`config.mk`:
```
export PLATFORM = sky130hd
export DESIGN_NAME = round_robin_thread_slot_scheduler_unit
export DESIGN_NICKNAME = d
export VERILOG_FILES = /design/src/rrts_pkg.sv /design/src/round_robin_thread_slot_scheduler_unit.sv
export SDC_FILE = /design/constraint.sdc
export NUM_CORES = 1
export LEC_CHECK = 0
export BUFFER_PORTS_ARGS = -buffer_cell sky130_fd_sc_hd__buf_2
export CAP_MARGIN = 40
export CORE_ASPECT_RATIO = 1.75
export CORE_MARGIN = 1.5
export CORE_UTILIZATION = 55
export CTS_CLUSTER_SIZE = 20
export DETAILED_ROUTE_END_ITERATION = 10
export PLACE_DENSITY = 0.83
export SYNTH_ARGS = -nofsm -noshare
export SYNTH_HDL_FRONTEND = slang
export SYNTH_SLANG_ARGS = --single-unit
export TNS_END_PERCENT = 100
```
`constraint.sdc`:
```
create_clock -name clock -period 12.1 [get_ports clock]
set_input_delay 0.605 -clock clock [delete_from_list [all_inputs] [get_ports clock]]
set_output_delay 0.605 -clock clock [all_outputs]
set_load 0.02 [all_outputs]
```
`src/rrts_pkg.sv`:
```
// package for the round robin thread slot scheduler
// holds slot count, codes, transaction payload types and small helper functions
// no dependencies
package rrts_pkg;

   localparam int SLOT_COUNT = 8;
   localparam int SLOT_IDX_W = $clog2(SLOT_COUNT);
   localparam int SLOT_SUM_W = SLOT_IDX_W + 1;
   localparam int SLOT_CNT_W = $clog2(SLOT_COUNT + 1);

   typedef enum logic [1:0] {
      FUNC_INIT   = 2'd0,
      FUNC_CREATE = 2'd1,
      FUNC_YIELD  = 2'd2,
      FUNC_FINISH = 2'd3
   } func_type;

   typedef enum logic [2:0] {
      STATUS_OK        = 3'd0,
      STATUS_NO_FREE   = 3'd1,
      STATUS_NONE_RDY  = 3'd2,
      STATUS_NOT_READY = 3'd3,
      STATUS_ALL_DONE  = 3'd4
   } status_type;

   typedef enum logic [1:0] {
      SLOT_INVALID = 2'd0,
      SLOT_READY   = 2'd1,
      SLOT_DONE    = 2'd2
   } slot_state_type;

   typedef logic [SLOT_IDX_W-1:0] slot_idx_type;
   typedef logic [SLOT_CNT_W-1:0] slot_cnt_type;

   typedef struct packed {
      logic [1:0]         func;
      logic [31:0]        entry_addr;
      logic signed [31:0] arg_a;
      logic signed [31:0] arg_b;
   } req_type;

   typedef struct packed {
      logic [2:0]         status;
      logic [2:0]         slot;
      logic [2:0]         others_ready;
      logic [31:0]        run_entry;
      logic signed [31:0] run_arg_a;
      logic signed [31:0] run_arg_b;
   } rsp_type;

   function automatic logic [2:0] slot_field(input slot_idx_type idx);
      logic [SLOT_IDX_W+2:0] ext;
      ext = {3'b000, idx};
      return ext[2:0];
   endfunction

   function automatic logic [2:0] sat_count(input slot_cnt_type cnt);
      logic [SLOT_CNT_W+2:0] ext;
      ext = {3'b000, cnt};
      if (ext > (SLOT_CNT_W + 3)'(7)) begin
         return 3'd7;
      end
      return ext[2:0];
   endfunction

endpackage

```
`src/round_robin_thread_slot_scheduler_unit.sv`:
```
// round robin thread slot scheduler, top level
// slot states and current slot in flops, entry and arguments in a one-port sync memory
// depends on rrts_pkg
//
//   channel | direction | handshake            | payload
//   req     | in        | req_valid/req_ready  | req_data  (func, entry, args)
//   rsp     | out       | rsp_valid/rsp_ready  | rsp_data  (status, slot, count, run fields)
//
// each transaction has an accept step and a read step: the accept step decides and
// updates the slot table and issues the memory access, the read step loads the result
// register from the registered memory read. a stalled result holds the block in the
// read step, req_ready is low until it drains. reset restores the slot table and
// current slot, the memory is not cleared.
module round_robin_thread_slot_scheduler_unit
   import rrts_pkg::*;
(
   input  logic    clock,
   input  logic    reset,
   input  logic    req_valid,
   output logic    req_ready,
   input  req_type req_data,
   output logic    rsp_valid,
   input  logic    rsp_ready,
   output rsp_type rsp_data
);

   typedef struct packed {
      logic [31:0] entry;
      logic [31:0] arg_a;
      logic [31:0] arg_b;
   } slot_data_type;

   typedef enum logic {
      ST_IDLE,
      ST_READ
   } fsm_type;

   fsm_type        fsm_ff;
   logic           rsp_valid_ff;
   rsp_type        rsp_ff;

   slot_state_type slot_state_ff [SLOT_COUNT];
   slot_idx_type   cur_ff;

   slot_data_type  slot_mem [SLOT_COUNT];
   slot_data_type  mem_rd_ff;

   logic [2:0]     pend_status_ff;
   logic [2:0]     pend_slot_ff;
   logic [2:0]     pend_others_ff;
   slot_data_type  pend_run_ff;
   logic           pend_use_mem_ff;

   logic [2:0]     pend_status_in;
   logic [2:0]     pend_slot_in;
   logic [2:0]     pend_others_in;
   slot_data_type  pend_run_in;
   logic           pend_use_mem_in;
   slot_idx_type   cur_in;

   logic           accept;
   logic           rsp_free;
   logic           do_init;
   logic           do_claim;
   logic           do_done;
   logic           mem_we;
   logic           mem_re;
   slot_idx_type   mem_addr;
   slot_data_type  mem_wdata;

   logic [SLOT_COUNT-1:0] ready_vec;
   logic [SLOT_COUNT-1:0] search_vec;
   logic                  next_found;
   slot_idx_type          next_idx;
   slot_cnt_type          ready_cnt;
   logic                  free_found;
   slot_idx_type          free_idx;

   assign accept    = req_valid && (fsm_ff == ST_IDLE);
   assign req_ready = (fsm_ff == ST_IDLE);
   assign rsp_free  = !rsp_valid_ff || rsp_ready;
   assign rsp_valid = rsp_valid_ff;
   assign rsp_data  = rsp_ff;
   assign mem_wdata = '{entry: req_data.entry_addr, arg_a: req_data.arg_a,
                        arg_b: req_data.arg_b};

   // slot searches over the ready and invalid states
   always_comb begin
      logic [SLOT_SUM_W-1:0] sum;
      ready_vec  = '0;
      search_vec = '0;
      next_found = 1'b0;
      next_idx   = cur_ff;
      ready_cnt  = '0;
      free_found = 1'b0;
      free_idx   = '0;
      for (int i = 0; i < SLOT_COUNT; i++) begin
         ready_vec[i]  = (slot_state_ff[i] == SLOT_READY);
         search_vec[i] = ready_vec[i] &&
                         !((req_data.func == FUNC_FINISH) && (SLOT_IDX_W'(i) == cur_ff));
      end
      for (int i = SLOT_COUNT; i >= 1; i--) begin
         sum = {1'b0, cur_ff} + SLOT_SUM_W'(i);
         if (sum >= SLOT_SUM_W'(SLOT_COUNT)) begin
            sum = sum - SLOT_SUM_W'(SLOT_COUNT);
         end
         if (search_vec[sum[SLOT_IDX_W-1:0]]) begin
            next_found = 1'b1;
            next_idx   = sum[SLOT_IDX_W-1:0];
         end
      end
      for (int i = 0; i < SLOT_COUNT; i++) begin
         if (search_vec[i] && (SLOT_IDX_W'(i) != next_idx)) begin
            ready_cnt = ready_cnt + SLOT_CNT_W'(1);
         end
      end
      for (int i = SLOT_COUNT - 1; i >= 0; i--) begin
         if (slot_state_ff[i] == SLOT_INVALID) begin
            free_found = 1'b1;
            free_idx   = SLOT_IDX_W'(i);
         end
      end
   end

   // operation decode
   always_comb begin
      pend_status_in  = STATUS_OK;
      pend_slot_in    = slot_field(cur_ff);
      pend_others_in  = 3'd0;
      pend_run_in     = '0;
      pend_use_mem_in = 1'b0;
      cur_in          = cur_ff;
      do_init         = 1'b0;
      do_claim        = 1'b0;
      do_done         = 1'b0;
      mem_we          = 1'b0;
      mem_re          = 1'b0;
      mem_addr        = next_idx;
      unique case (func_type'(req_data.func))
         FUNC_INIT: begin
            do_init      = accept;
            cur_in       = '0;
            pend_slot_in = 3'd0;
         end
         FUNC_CREATE: begin
            if (free_found) begin
               do_claim     = accept;
               mem_we       = accept;
               mem_addr     = free_idx;
               pend_slot_in = slot_field(free_idx);
               pend_run_in  = mem_wdata;
            end else begin
               pend_status_in = STATUS_NO_FREE;
               pend_slot_in   = 3'd0;
            end
         end
         FUNC_YIELD: begin
            if (next_found) begin
               mem_re          = accept;
               cur_in          = next_idx;
               pend_slot_in    = slot_field(next_idx);
               pend_others_in  = sat_count(ready_cnt);
               pend_use_mem_in = 1'b1;
            end else begin
               pend_status_in = STATUS_NONE_RDY;
            end
         end
         FUNC_FINISH: begin
            if (!ready_vec[cur_ff]) begin
               pend_status_in = STATUS_NOT_READY;
            end else begin
               do_done = accept;
               if (next_found) begin
                  mem_re          = accept;
                  cur_in          = next_idx;
                  pend_slot_in    = slot_field(next_idx);
                  pend_others_in  = sat_count(ready_cnt);
                  pend_use_mem_in = 1'b1;
               end else begin
                  pend_status_in = STATUS_ALL_DONE;
               end
            end
         end
         default: begin
            pend_status_in = STATUS_OK;
         end
      endcase
   end

   // slot table and current slot
   always_ff @(posedge clock) begin
      if (reset || do_init) begin
         for (int i = 0; i < SLOT_COUNT; i++) begin
            if (i == 0) begin
               slot_state_ff[i] <= SLOT_DONE;
            end else begin
               slot_state_ff[i] <= SLOT_INVALID;
            end
         end
         cur_ff <= '0;
      end else begin
         if (do_claim) begin
            slot_state_ff[free_idx] <= SLOT_READY;
         end
         if (do_done) begin
            slot_state_ff[cur_ff] <= SLOT_DONE;
         end
         if (accept) begin
            cur_ff <= cur_in;
         end
      end
   end

   // entry and argument memory
   always_ff @(posedge clock) begin
      if (mem_we) begin
         slot_mem[mem_addr] <= mem_wdata;
      end
      if (mem_re) begin
         mem_rd_ff <= slot_mem[mem_addr];
      end
   end

   // pending result fields
   always_ff @(posedge clock) begin
      if (accept) begin
         pend_status_ff  <= pend_status_in;
         pend_slot_ff    <= pend_slot_in;
         pend_others_ff  <= pend_others_in;
         pend_run_ff     <= pend_run_in;
         pend_use_mem_ff <= pend_use_mem_in;
      end
   end

   always_ff @(posedge clock) begin
      if (reset) begin
         fsm_ff       <= ST_IDLE;
         rsp_valid_ff <= 1'b0;
      end else begin
         unique case (fsm_ff)
            ST_IDLE: begin
               if (rsp_valid_ff && rsp_ready) begin
                  rsp_valid_ff <= 1'b0;
               end
               if (accept) begin
                  fsm_ff <= ST_READ;
               end
            end
            ST_READ: begin
               if (rsp_free) begin
                  rsp_valid_ff        <= 1'b1;
                  rsp_ff.status       <= pend_status_ff;
                  rsp_ff.slot         <= pend_slot_ff;
                  rsp_ff.others_ready <= pend_others_ff;
                  if (pend_use_mem_ff) begin
                     rsp_ff.run_entry <= mem_rd_ff.entry;
                     rsp_ff.run_arg_a <= mem_rd_ff.arg_a;
                     rsp_ff.run_arg_b <= mem_rd_ff.arg_b;
                  end else begin
                     rsp_ff.run_entry <= pend_run_ff.entry;
                     rsp_ff.run_arg_a <= pend_run_ff.arg_a;
                     rsp_ff.run_arg_b <= pend_run_ff.arg_b;
                  end
                  fsm_ff <= ST_IDLE;
               end
            end
            default: begin
               fsm_ff <= ST_IDLE;
            end
         endcase
      end
   end

endmodule
```
# Word level (Yosys, flattened, before mapping)
# Memory sizes are Yosys's and may differ from the RTL's. A register that Yosys moved wholly into a read port is not among the register bits.
# Index checks and enable logic that the tools add are counted.
# W data, S select, Z words.
# word_totals
regBits	216
ram_bits	784
input_bits	102
out_inout_bits	107
elab_cells	266
memories	2
# op_classes
add_sub_neg	23
order_cmp	18
n_eq_ne	27
n_mux	123
bitwise_logic	2
n_reduce_logical	55
# mem_list
memory	words	width	rd	rd_ports_with_merged_regs	wr	line	rtl
slot_mem	8	96	1	1	1	round_robin_thread_slot_scheduler_unit.sv:45	slot_data_type slot_mem [SLOT_COUNT];
slot_state_ff	8	2	8	0	8	round_robin_thread_slot_scheduler_unit.sv:42	slot_state_type slot_state_ff [SLOT_COUNT];
# op_table
op	n
$mux W3	39
$mux W96	1
$mux W1	56
$lt A3 B4 Y1 const B	9
$ge A4 B4 Y1 const B	8
$add A4 B1 Y4 const B	7
$mux W4	7
$bmux W1 S3	9
$logic_and A1 B1 Y1	26
$sub A3 B1 Y3 const B	8
$eq A2 B1 Y1 const B	9
$logic_not A2 Y1	9
$pmux W3 S3	2
$add A3 B3 Y4 const B	4
$eq A3 B3 Y1 const A	4
$ne A3 B3 Y1 const A	4
$pmux W3 S4	1
$logic_not A1 Y1	9
$add A3 B2 Y4 const B	2
$pmux W1 S2	4
$eq A2 B3 Y1 const A	2
$mux W2	3
$ne A2 B3 Y1 const A	2
$pmux W3 S2	1
14 further kinds	22

# Logic depth before layout (Yosys ltp)
# Gate-level depths: netlist (run 1).
# logic_depth
word_depth	40
mapped_depth	33
ltp_nobuf	31

# Worst setup path after synthesis (run 1)
# No wires, ideal clock.
# synth_timing
kind	input to register
startpoint	input req_valid
endpoint	memory slot_mem[1][0] in the netlist's numbering (enable)
setup_ns	0.668
arrival_ns	10.985
t_required_ns	11.432
setup_slack_ns	0.447
stages	4
n_path_buf	1
path_cell_list	nor2b_1 > clkbuf_1 > nand3_1 > nor3_1
# synth_between
elab_chain_cells	5
# synth_lines
element	line	rtl
start: declaration	round_robin_thread_slot_scheduler_unit.sv:19	input logic req_valid,
$logic_and A1 B1 Y1	round_robin_thread_slot_scheduler_unit.sv:79	assign accept = req_valid && (fsm_ff == ST_IDLE);
via accept	round_robin_thread_slot_scheduler_unit.sv:61	logic accept;
$mux W1	round_robin_thread_slot_scheduler_unit.sv:146	if (free_found) begin
$mux W1	round_robin_thread_slot_scheduler_unit.sv:139	unique case (func_type'(req_data.func))
$mux W1	round_robin_thread_slot_scheduler_unit.sv:216	if (mem_we) begin
$mux W1 (not written as such)	round_robin_thread_slot_scheduler_unit.sv:217	slot_mem[mem_addr] <= mem_wdata;
end: declaration	round_robin_thread_slot_scheduler_unit.sv:45	
# The timed path passes the listed nets, and every way through them passes these cells.

# Final worst setup path (run 1)
# layout_timing
startpoint	register cur_ff[0]
endpoint	register pend_others_ff[2] (data pin)
# layout_between
elab_chain_cells	40
elab_cells_between_ends	141
cone_classes	23 x add/sub; 9 x order compare; 14 x eq/ne; 61 x mux; 34 x reduce/logical
# layout_lines
element	line	rtl
start: declaration	round_robin_thread_slot_scheduler_unit.sv:43	slot_idx_type cur_ff;
start signal: assignment	round_robin_thread_slot_scheduler_unit.sv:209	cur_ff <= cur_in;
branches (longest 39 deep; another with $add A3 B4 Y4)	n/a	
$pmux W3 S2 *	round_robin_thread_slot_scheduler_unit.sv:139	
via pend_others_in[2]	round_robin_thread_slot_scheduler_unit.sv:56	logic [2:0] pend_others_in;
end signal: assignment	round_robin_thread_slot_scheduler_unit.sv:229	pend_others_ff <= pend_others_in;
end: declaration	round_robin_thread_slot_scheduler_unit.sv:50	logic [2:0] pend_others_ff;
# Mark *: on every way through the listed nets, which the timed path passes. The select of a mux whose other input is x is not followed.
# A chain may end at the register's enable or synchronous reset.

==> impl_metrics.py, run 1 <==
metrics = {
    "clocking": {
        "h-tree-depth": 3,
        "post_cts_buffers": 0,
        "cts_buffers": 92,
        "clk_pin_slew_ns": 0.07,
        "cts_tree": "built",
        "hold_buffers": 0,
        "clock-sinks": 1096,
        "clockBufferDepth": 3,
        "cts.repair.resized": 0,
        "worstSkewPairLatency_ns": 0.70,
        "clock-root-buffer": "clkbuf_16",
    },
    "sta": {
        "finalHoldWorstSlack_ns": 0.183,
        "slew_headroom_pct": 1.64,
        "final-setup-viol-count": 0,
        "hold_viol_final": 0,
        "rsz0062_at_grt": "false",
        "timing.fmax_ghz": 0.129,
        "drv_slew": 0,
        "period_share_pct": 63.9,
        "finalClockSkew_ns": 0.0290,
        "tightest_slew_ns": 1.48,
        "tns_ns": 0,
        "fin_crit_ns": 7.73,
    },
    "drt": {
        "via_count": 27224,
        "via_per_inst": 5.91,
        "ant_nets": 0,
        "first_pass_iters": 6,
        "routed_wl_mm": 103,
        "wl_per_cell_um": 22.3,
        "drc": 0,
        "drt-initial-drc-count": 2666,
    },
    "floorplan": {
        "core-area_mm2": 0.0795,
        "initial_core_util_pct": 55.4,
        "fp.dieW_um": 217,
        "ios": 209,
        "rows": 137,
        "fp.dieH_um": 378,
        "die-area_mm2": 0.0820,
    },
    "placed_design": {
        "io_buffers": 208,
        "dp_hpwl_mm": 57.4,
        "gp_congestion": 0.926,
    },
    "synthesis": {
        "syn_inst": 3325,
        "synth-main-ff-cell": "edfxtp_1",
        "yosysSeqAreaShare_pct": 74.5,
        "post_synth_num_cell_types": 77,
        "syn_avg_cell_area_um2": 13.3,
        "synth-seq-cells": 1096,
        "synth_common_cells": "1091 x edfxtp_1, 921 x nand2_1, 495 x nand3_1",
        "ys_async_sr_fraction_pct": 0,
        "synth.most_common_cell": "edfxtp_1",
        "synth.area.top_cells": "edfxtp_1 74%, nand2_1 7.8%, nand3_1 5.6%",
        "synth_edf_count": 1091,
        "syn_nets": 3441,
        "synth_top_area_cell": "edfxtp_1",
        "yosys_warnings": 0,
        "syn_area_mm2": 0.0441,
        "synth_top_area_share_pct": 74.3,
    },
    "setup_path": {
        "crit_buf_inv": 2,
        "crit_fanout": 17,
        "r2r_setup_slack_ns": 4.37,
        "arrival_ns": 8.16,
        "worstRegToRegCells": 29,
        "cp_slowest_stage_delay_ns": 0.58,
        "cp_num_cells": 29,
        "cpMostUsedCell": "ha_1",
        "cp-start-kind": "register",
        "path_class": "reg2reg",
        "cpLargestDelayFamily": "adder cells",
        "end_kind": "register",
        "worstPathRequired_ns": 12.53,
        "cp_slowest_cell": "ha_1",
    },
    "cells_and_area": {
        "area_growth_pct": 12.2,
        "fillCellCount": 5787,
        "fin_nets": 3605,
        "drive_above_1_share_pct": 15.0,
    },
    "pwr": {
        "vdd_drop_max_mv": 0.136,
        "swShare_pct": 26.9,
        "p_comb_share_pct": 16.2,
        "internal_power_mw": 6.41,
        "pwr-share-clk_pct": 34.0,
        "switchingPower_mw": 2.36,
        "leakagePower_nw": 17.5,
        "power.density_mw_per_mm2": 177,
        "pwr-share-seq_pct": 49.9,
    },
    "grt": {
        "use_met1_pct": 30.1,
        "met3_usage_pct": 4.11,
        "antenna_found_initial": 11,
        "grt-ovfl-total": 0,
        "grt_pass1_vias": 27639,
        "use_met2_pct": 44.4,
        "track_usage_pct": 25.2,
        "busiest_layer": "met2",
        "grt_max_degree": 232,
        "grt_pass1_wl_mm": 156,
    },
    "outcome": {
        "outcome": "complete, no violations",
    },
    "worst_hold_path": {
        "min_path_type": "in2reg",
        "hold_depth": 1,
    },
    "run": {
        "drv_cap": 0,
    },
}
stage by stage:
step / util (%) / worst slack, ns / instances / instance area, µm² / total power [mW]
final: 62.2 / 4.37 / 4606 / 49500 / 8.78
after global routing: 62.2 / 3.95 / 4604 / 49500 / 9.10
after CTS: 62.2 / 4.41 / 4604 / 49500 / 8.81
after detailed placement: 58.4 / 4.44 / 4437 / 46500 / 5.87
after global placement: 58.1 / 4.49 / 4426 / 46200 / 5.80
after floorplan: - / 0.447 / 3325 / 44100 / 5.44
worst paths after layout:
path	endpoint	from
hold reg to reg	rsp_data[102]	pend_status_ff[0]
setup / recovery	pend_others_ff[2]	cur_ff[0]
hold / removal	slot_mem[4][19]	req_data[19]
setup reg to reg	pend_others_ff[2]	cur_ff[0]
layer usage:
layer  wire [µm]  share of wire (%)  vias to the layer above
li1            -                  -                    12368
met1       37900                 37                    13381
met2       53600                 52                     1192
met3        7180                7.0                      267
met4        3910                3.8                       16
met5         103               0.10                        -
state kept, by name (all words and copies together) (netlist names):
name             cells
cur_ff               3
fsm_ff               1
pend_use_mem_ff      1
pend_status_ff       3
slot_state_ff       16
pend_others_ff       3
rsp_data           105
slot_mem           768
rsp_valid            1
pend_run_ff         96
mem_rd_ff           96
pend_slot_ff         3
worst register-to-register path: cells and delay by family (launching register included):
| family | cells | cell delay, ns |
|---|---|---|
| adders and majority gates | 7 | 2.35 |
| AOI/OAI and AO/OA | 7 | 1.60 |
| and+or+nand+nor | 8 | 1.57 |
| buffers and inverters | 2 | 0.59 |
| muxes | 2 | 0.56 |
| xor gates and xnor gates | 3 | 0.49 |
| DFF | 1 | 0.31 |
cell type report:
class / count / area [µm²] / share of cell area [%]
Sequential cell: 1096 / 32900 / 66.4
Tap cell: 1042 / 1300 / 2.64
Timing Repair Buffer: 264 / 1690 / 3.41
Clock inverter: 53 / 597 / 1.21
Clock buffer: 114 / 2410 / 4.86
Inverter: 10 / 37.5 / 0.0759
Multi-Input combinational cell: 2025 / 10600 / 21.4
Antenna cell: 2 / 5.00 / 0.0101
cells by family (layout without fill, tap and decap cells):
| kind of cell | after synthesis | count (layout) | share of synthesized area, % |
|---|---|---|---|
| buf+inv | 204 | 441 | 1.81 |
| other cells | 0 | 2 | 0 |
| fa+ha+maj | 14 | 14 | 0.397 |
| xor+xnor | 14 | 14 | 0.295 |
| simple gates | 1672 | 1672 | 17.0 |
| mux | 113 | 113 | 2.97 |
| flops | 1096 | 1096 | 74.5 |
| compound gates | 212 | 212 | 3.05 |
cell usage in the layout (no fill, tap or decap), types with 7 or more instances in the layout:
cell and instances:
edfxtp_1 1091, nand2_1 920, nand3_1 495, buf_2 208, o21ai_0 106, and2_1 104, mux2_2 99, clkbuf_16 93
nor2_1 51, buf_4 42, clkbuf_1 21, a21oi_1 19, clkinv_1 15, ha_1 14, clkinv_2 13, nand3b_1 12
nor2b_1 11, nand2b_1 10, o221ai_1 10, o22ai_1 10, bufinv_16 10, inv_1 8, mux2i_1 8, a31oi_1 8
or3_1 8, xnor2_1 7, buf_16 7, buf_12 7
power by group through the flow:
stage	Clock (mW)	Sequential, mW	Combinational [mW]
floorplan	0	4.47	0.963
CTS	3.02	4.37	1.42
detailed placement	0	4.46	1.41
finish	2.98	4.37	1.42
global placement	0	4.45	1.35
global route	3.14	4.38	1.58
Power figures use the tool's default switching activity.
==> run 2: changes to the inputs <==
- PLACE_DENSITY: 0.83 -> 0.81
- clock period: 12.1 -> 7.86 ns (I/O delays scaled with it)
==> run 2 against run 1 <==
Compared with the run above: wire length up 1.9%; worst setup slack got worse by 3.7 ns; sequential power increased by 54%; largest cell class unchanged; via count up 1.3%; die area unchanged; flip-flop and latch count unchanged; critical endpoint unchanged; combinational power up 59%; clock power increased by 52%; register-to-register slack worse by 3.7 ns.
==> impl_metrics.py, run 2 (synthesized netlist as in run 1, its figures left out) <==
metrics = {
    "run": {
        "drv_cap": 0,
    },
    "cells_and_area": {
        "final_common_cell": "edfxtp_1",
        "largest_register_ffs": 768,
        "mostFrequentLayoutCells": "1091 x edfxtp_1, 920 x nand2_1, 495 x nand3_1, 208 x buf_2, 106 x o21ai_0",
        "drive_above_1_share_pct": 14.7,
        "fin_nets": 3698,
        "design_area_mm2": 0.0505,
        "final_cells": 4703,
        "largest-register": "slot_mem",
        "area_growth_pct": 14.5,
    },
    "setup_path": {
        "cpMostUsedCell": "ha_1",
        "cp_slowest_cell": "or3b_2",
        "end_kind": "register",
        "arrival_ns": 7.63,
        "r2r_setup_slack_ns": 0.64,
        "cp-start-kind": "register",
        "crit_fanout": 10,
        "path_class": "reg2reg",
        "reg2reg_from": "cur_ff[1]",
        "worstRegToRegCells": 28,
        "worstPathRequired_ns": 8.27,
        "r2r_end": "pend_others_ff[2]",
        "cp_slowest_stage_delay_ns": 0.47,
    },
    "clocking": {
        "clk_pin_slew_ns": 0.07,
        "clockBufferDepth": 3,
        "clock-sinks": 1096,
        "clock-root-buffer": "clkbuf_16",
        "cts_tree": "built",
        "cts.repair.resized": 0,
        "worstSkewPairLatency_ns": 0.69,
        "h-tree-depth": 3,
        "cts_buffers": 93,
    },
    "sta": {
        "slew_headroom_pct": 26.7,
        "setup_ws_ns": 0.643,
        "finalClockSkew_ns": 0.0247,
        "tightest_slew_ns": 1.10,
        "hold_viol_final": 0,
        "timing.fmax_ghz": 0.139,
        "finalHoldWorstSlack_ns": 0.0339,
        "period_share_pct": 91.8,
        "final-setup-viol-count": 0,
        "drv_slew": 0,
        "fin_crit_ns": 7.22,
        "rsz0062_at_grt": "false",
    },
    "drt": {
        "drt-initial-drc-count": 2529,
        "via_per_inst": 5.86,
        "routed_wl_mm": 105,
        "drc": 0,
        "wl_per_cell_um": 22.3,
        "via_count": 27577,
        "ant_nets": 0,
        "first_pass_iters": 8,
    },
    "grt": {
        "grt-ovfl-total": 0,
        "track_usage_pct": 25.8,
        "grt_pass1_wl_mm": 159,
        "antenna_found_initial": 10,
        "grt_pass1_vias": 27502,
        "grt_max_degree": 195,
    },
    "floorplan": {
        "fp.dieH_um": 378,
        "fp.dieW_um": 217,
        "ios": 209,
        "initial_core_util_pct": 55.4,
        "core-area_mm2": 0.0795,
        "rows": 137,
        "die-area_mm2": 0.0820,
    },
    "placed_design": {
        "placedCellCount": 4445,
        "gp_congestion": 0.895,
        "io_buffers": 208,
        "dp_hpwl_mm": 55.8,
        "place_area_mm2": 0.0467,
        "dp_slack_ns": 0.729,
    },
    "worst_hold_path": {
        "holdPathEnd": "slot_mem[6][41]",
        "min-delay-start": "req_data[41]",
        "hold_depth": 1,
        "min_path_type": "in2reg",
    },
    "pwr": {
        "power.total_mw": 13.5,
        "leakagePower_nw": 17.9,
        "power.density_mw_per_mm2": 268,
        "vdd_drop_max_mv": 0.208,
    },
    "outcome": {
        "outcome": "complete, no violations",
    },
}
## run 2: cell types whose count changed in the layout (fill, tap and decap cells not counted), moves of 4 or more
cell	before	now
clkinv_1	15	20
nor3_4	0	4
buf_12	7	14
nor3_2	5	1
diode_2	2	7
dlygate4sd3_1	0	84
## run 2: worst max path at each step
stage	start	depth (start not counted)	end
6_report	cur_ff[1]	28	pend_others_ff[2]
5_1_grt	cur_ff[1]	29	pend_others_ff[1]
4_1_cts	cur_ff[1]	28	pend_others_ff[2]
3_5_place_dp	cur_ff[1]	28	pend_others_ff[2]
3_3_place_gp	cur_ff[1]	28	pend_others_ff[2]
2_1_floorplan	req_valid	4	slot_mem[2][0]
## run 2: worst max-delay path: cells and delay by family, from the launching register on
family                     cells  cell delay [ns]
buffers and inverters          3             0.53
AOI/OAI and AO/OA              7             1.67
muxes                          3             1.01
adders and majority gates      7             2.22
and+or+nand+nor                5             0.74
xor gates and xnor gates       3             0.47
DFF                            1             0.32
## run 2: routing by layer
layer | global-route usage [%] | up-vias | wire length (µm)
li1 | - | 12558 | -
met1 | 32.3 | 13696 | 40400
met2 | 44.7 | 1110 | 54100
met3 | 4.53 | 205 | 7110
met4 | 10.0 | 8 | 3110
met5 | 0 | - | 53
## run 2: where the power goes
group	internal, mW	leakage [nW]	switching [mW]	total (mW)
sequential	6.69	10.0	0.0492	6.73
combinational	0.711	6.47	1.55	2.26
clock	2.49	1.44	2.03	4.52
total	9.88	17.9	3.62	13.5
## run 2: metrics by stage
stage	util, %	setup TNS (ns)
2_1_floorplan	-	-778.88
3_3_place_gp	58.3	0
3_5_place_dp	58.7	0
4_1_cts	63.5	0
5_1_grt	63.5	0
6_report	63.5	0
## run 2: area by class of cell
class,count,area [µm²]
sequential,1096,32900
fill,5674,29000
multi-input combinational,2025,10600
timing repair buffer,356,2730
clock buffer,114,2450
tap,1042,1300
clock inverter,53,499
inverter,10,37.5
antenna,7,17.5
## run 2: timing repair
item | 4_1_cts | 5_1_grt
setup endpoints to repair | 0 | 0
buffers inserted | 0 | 0
hold endpoints to repair | 657 | 0
hold buffers | 84 | 0
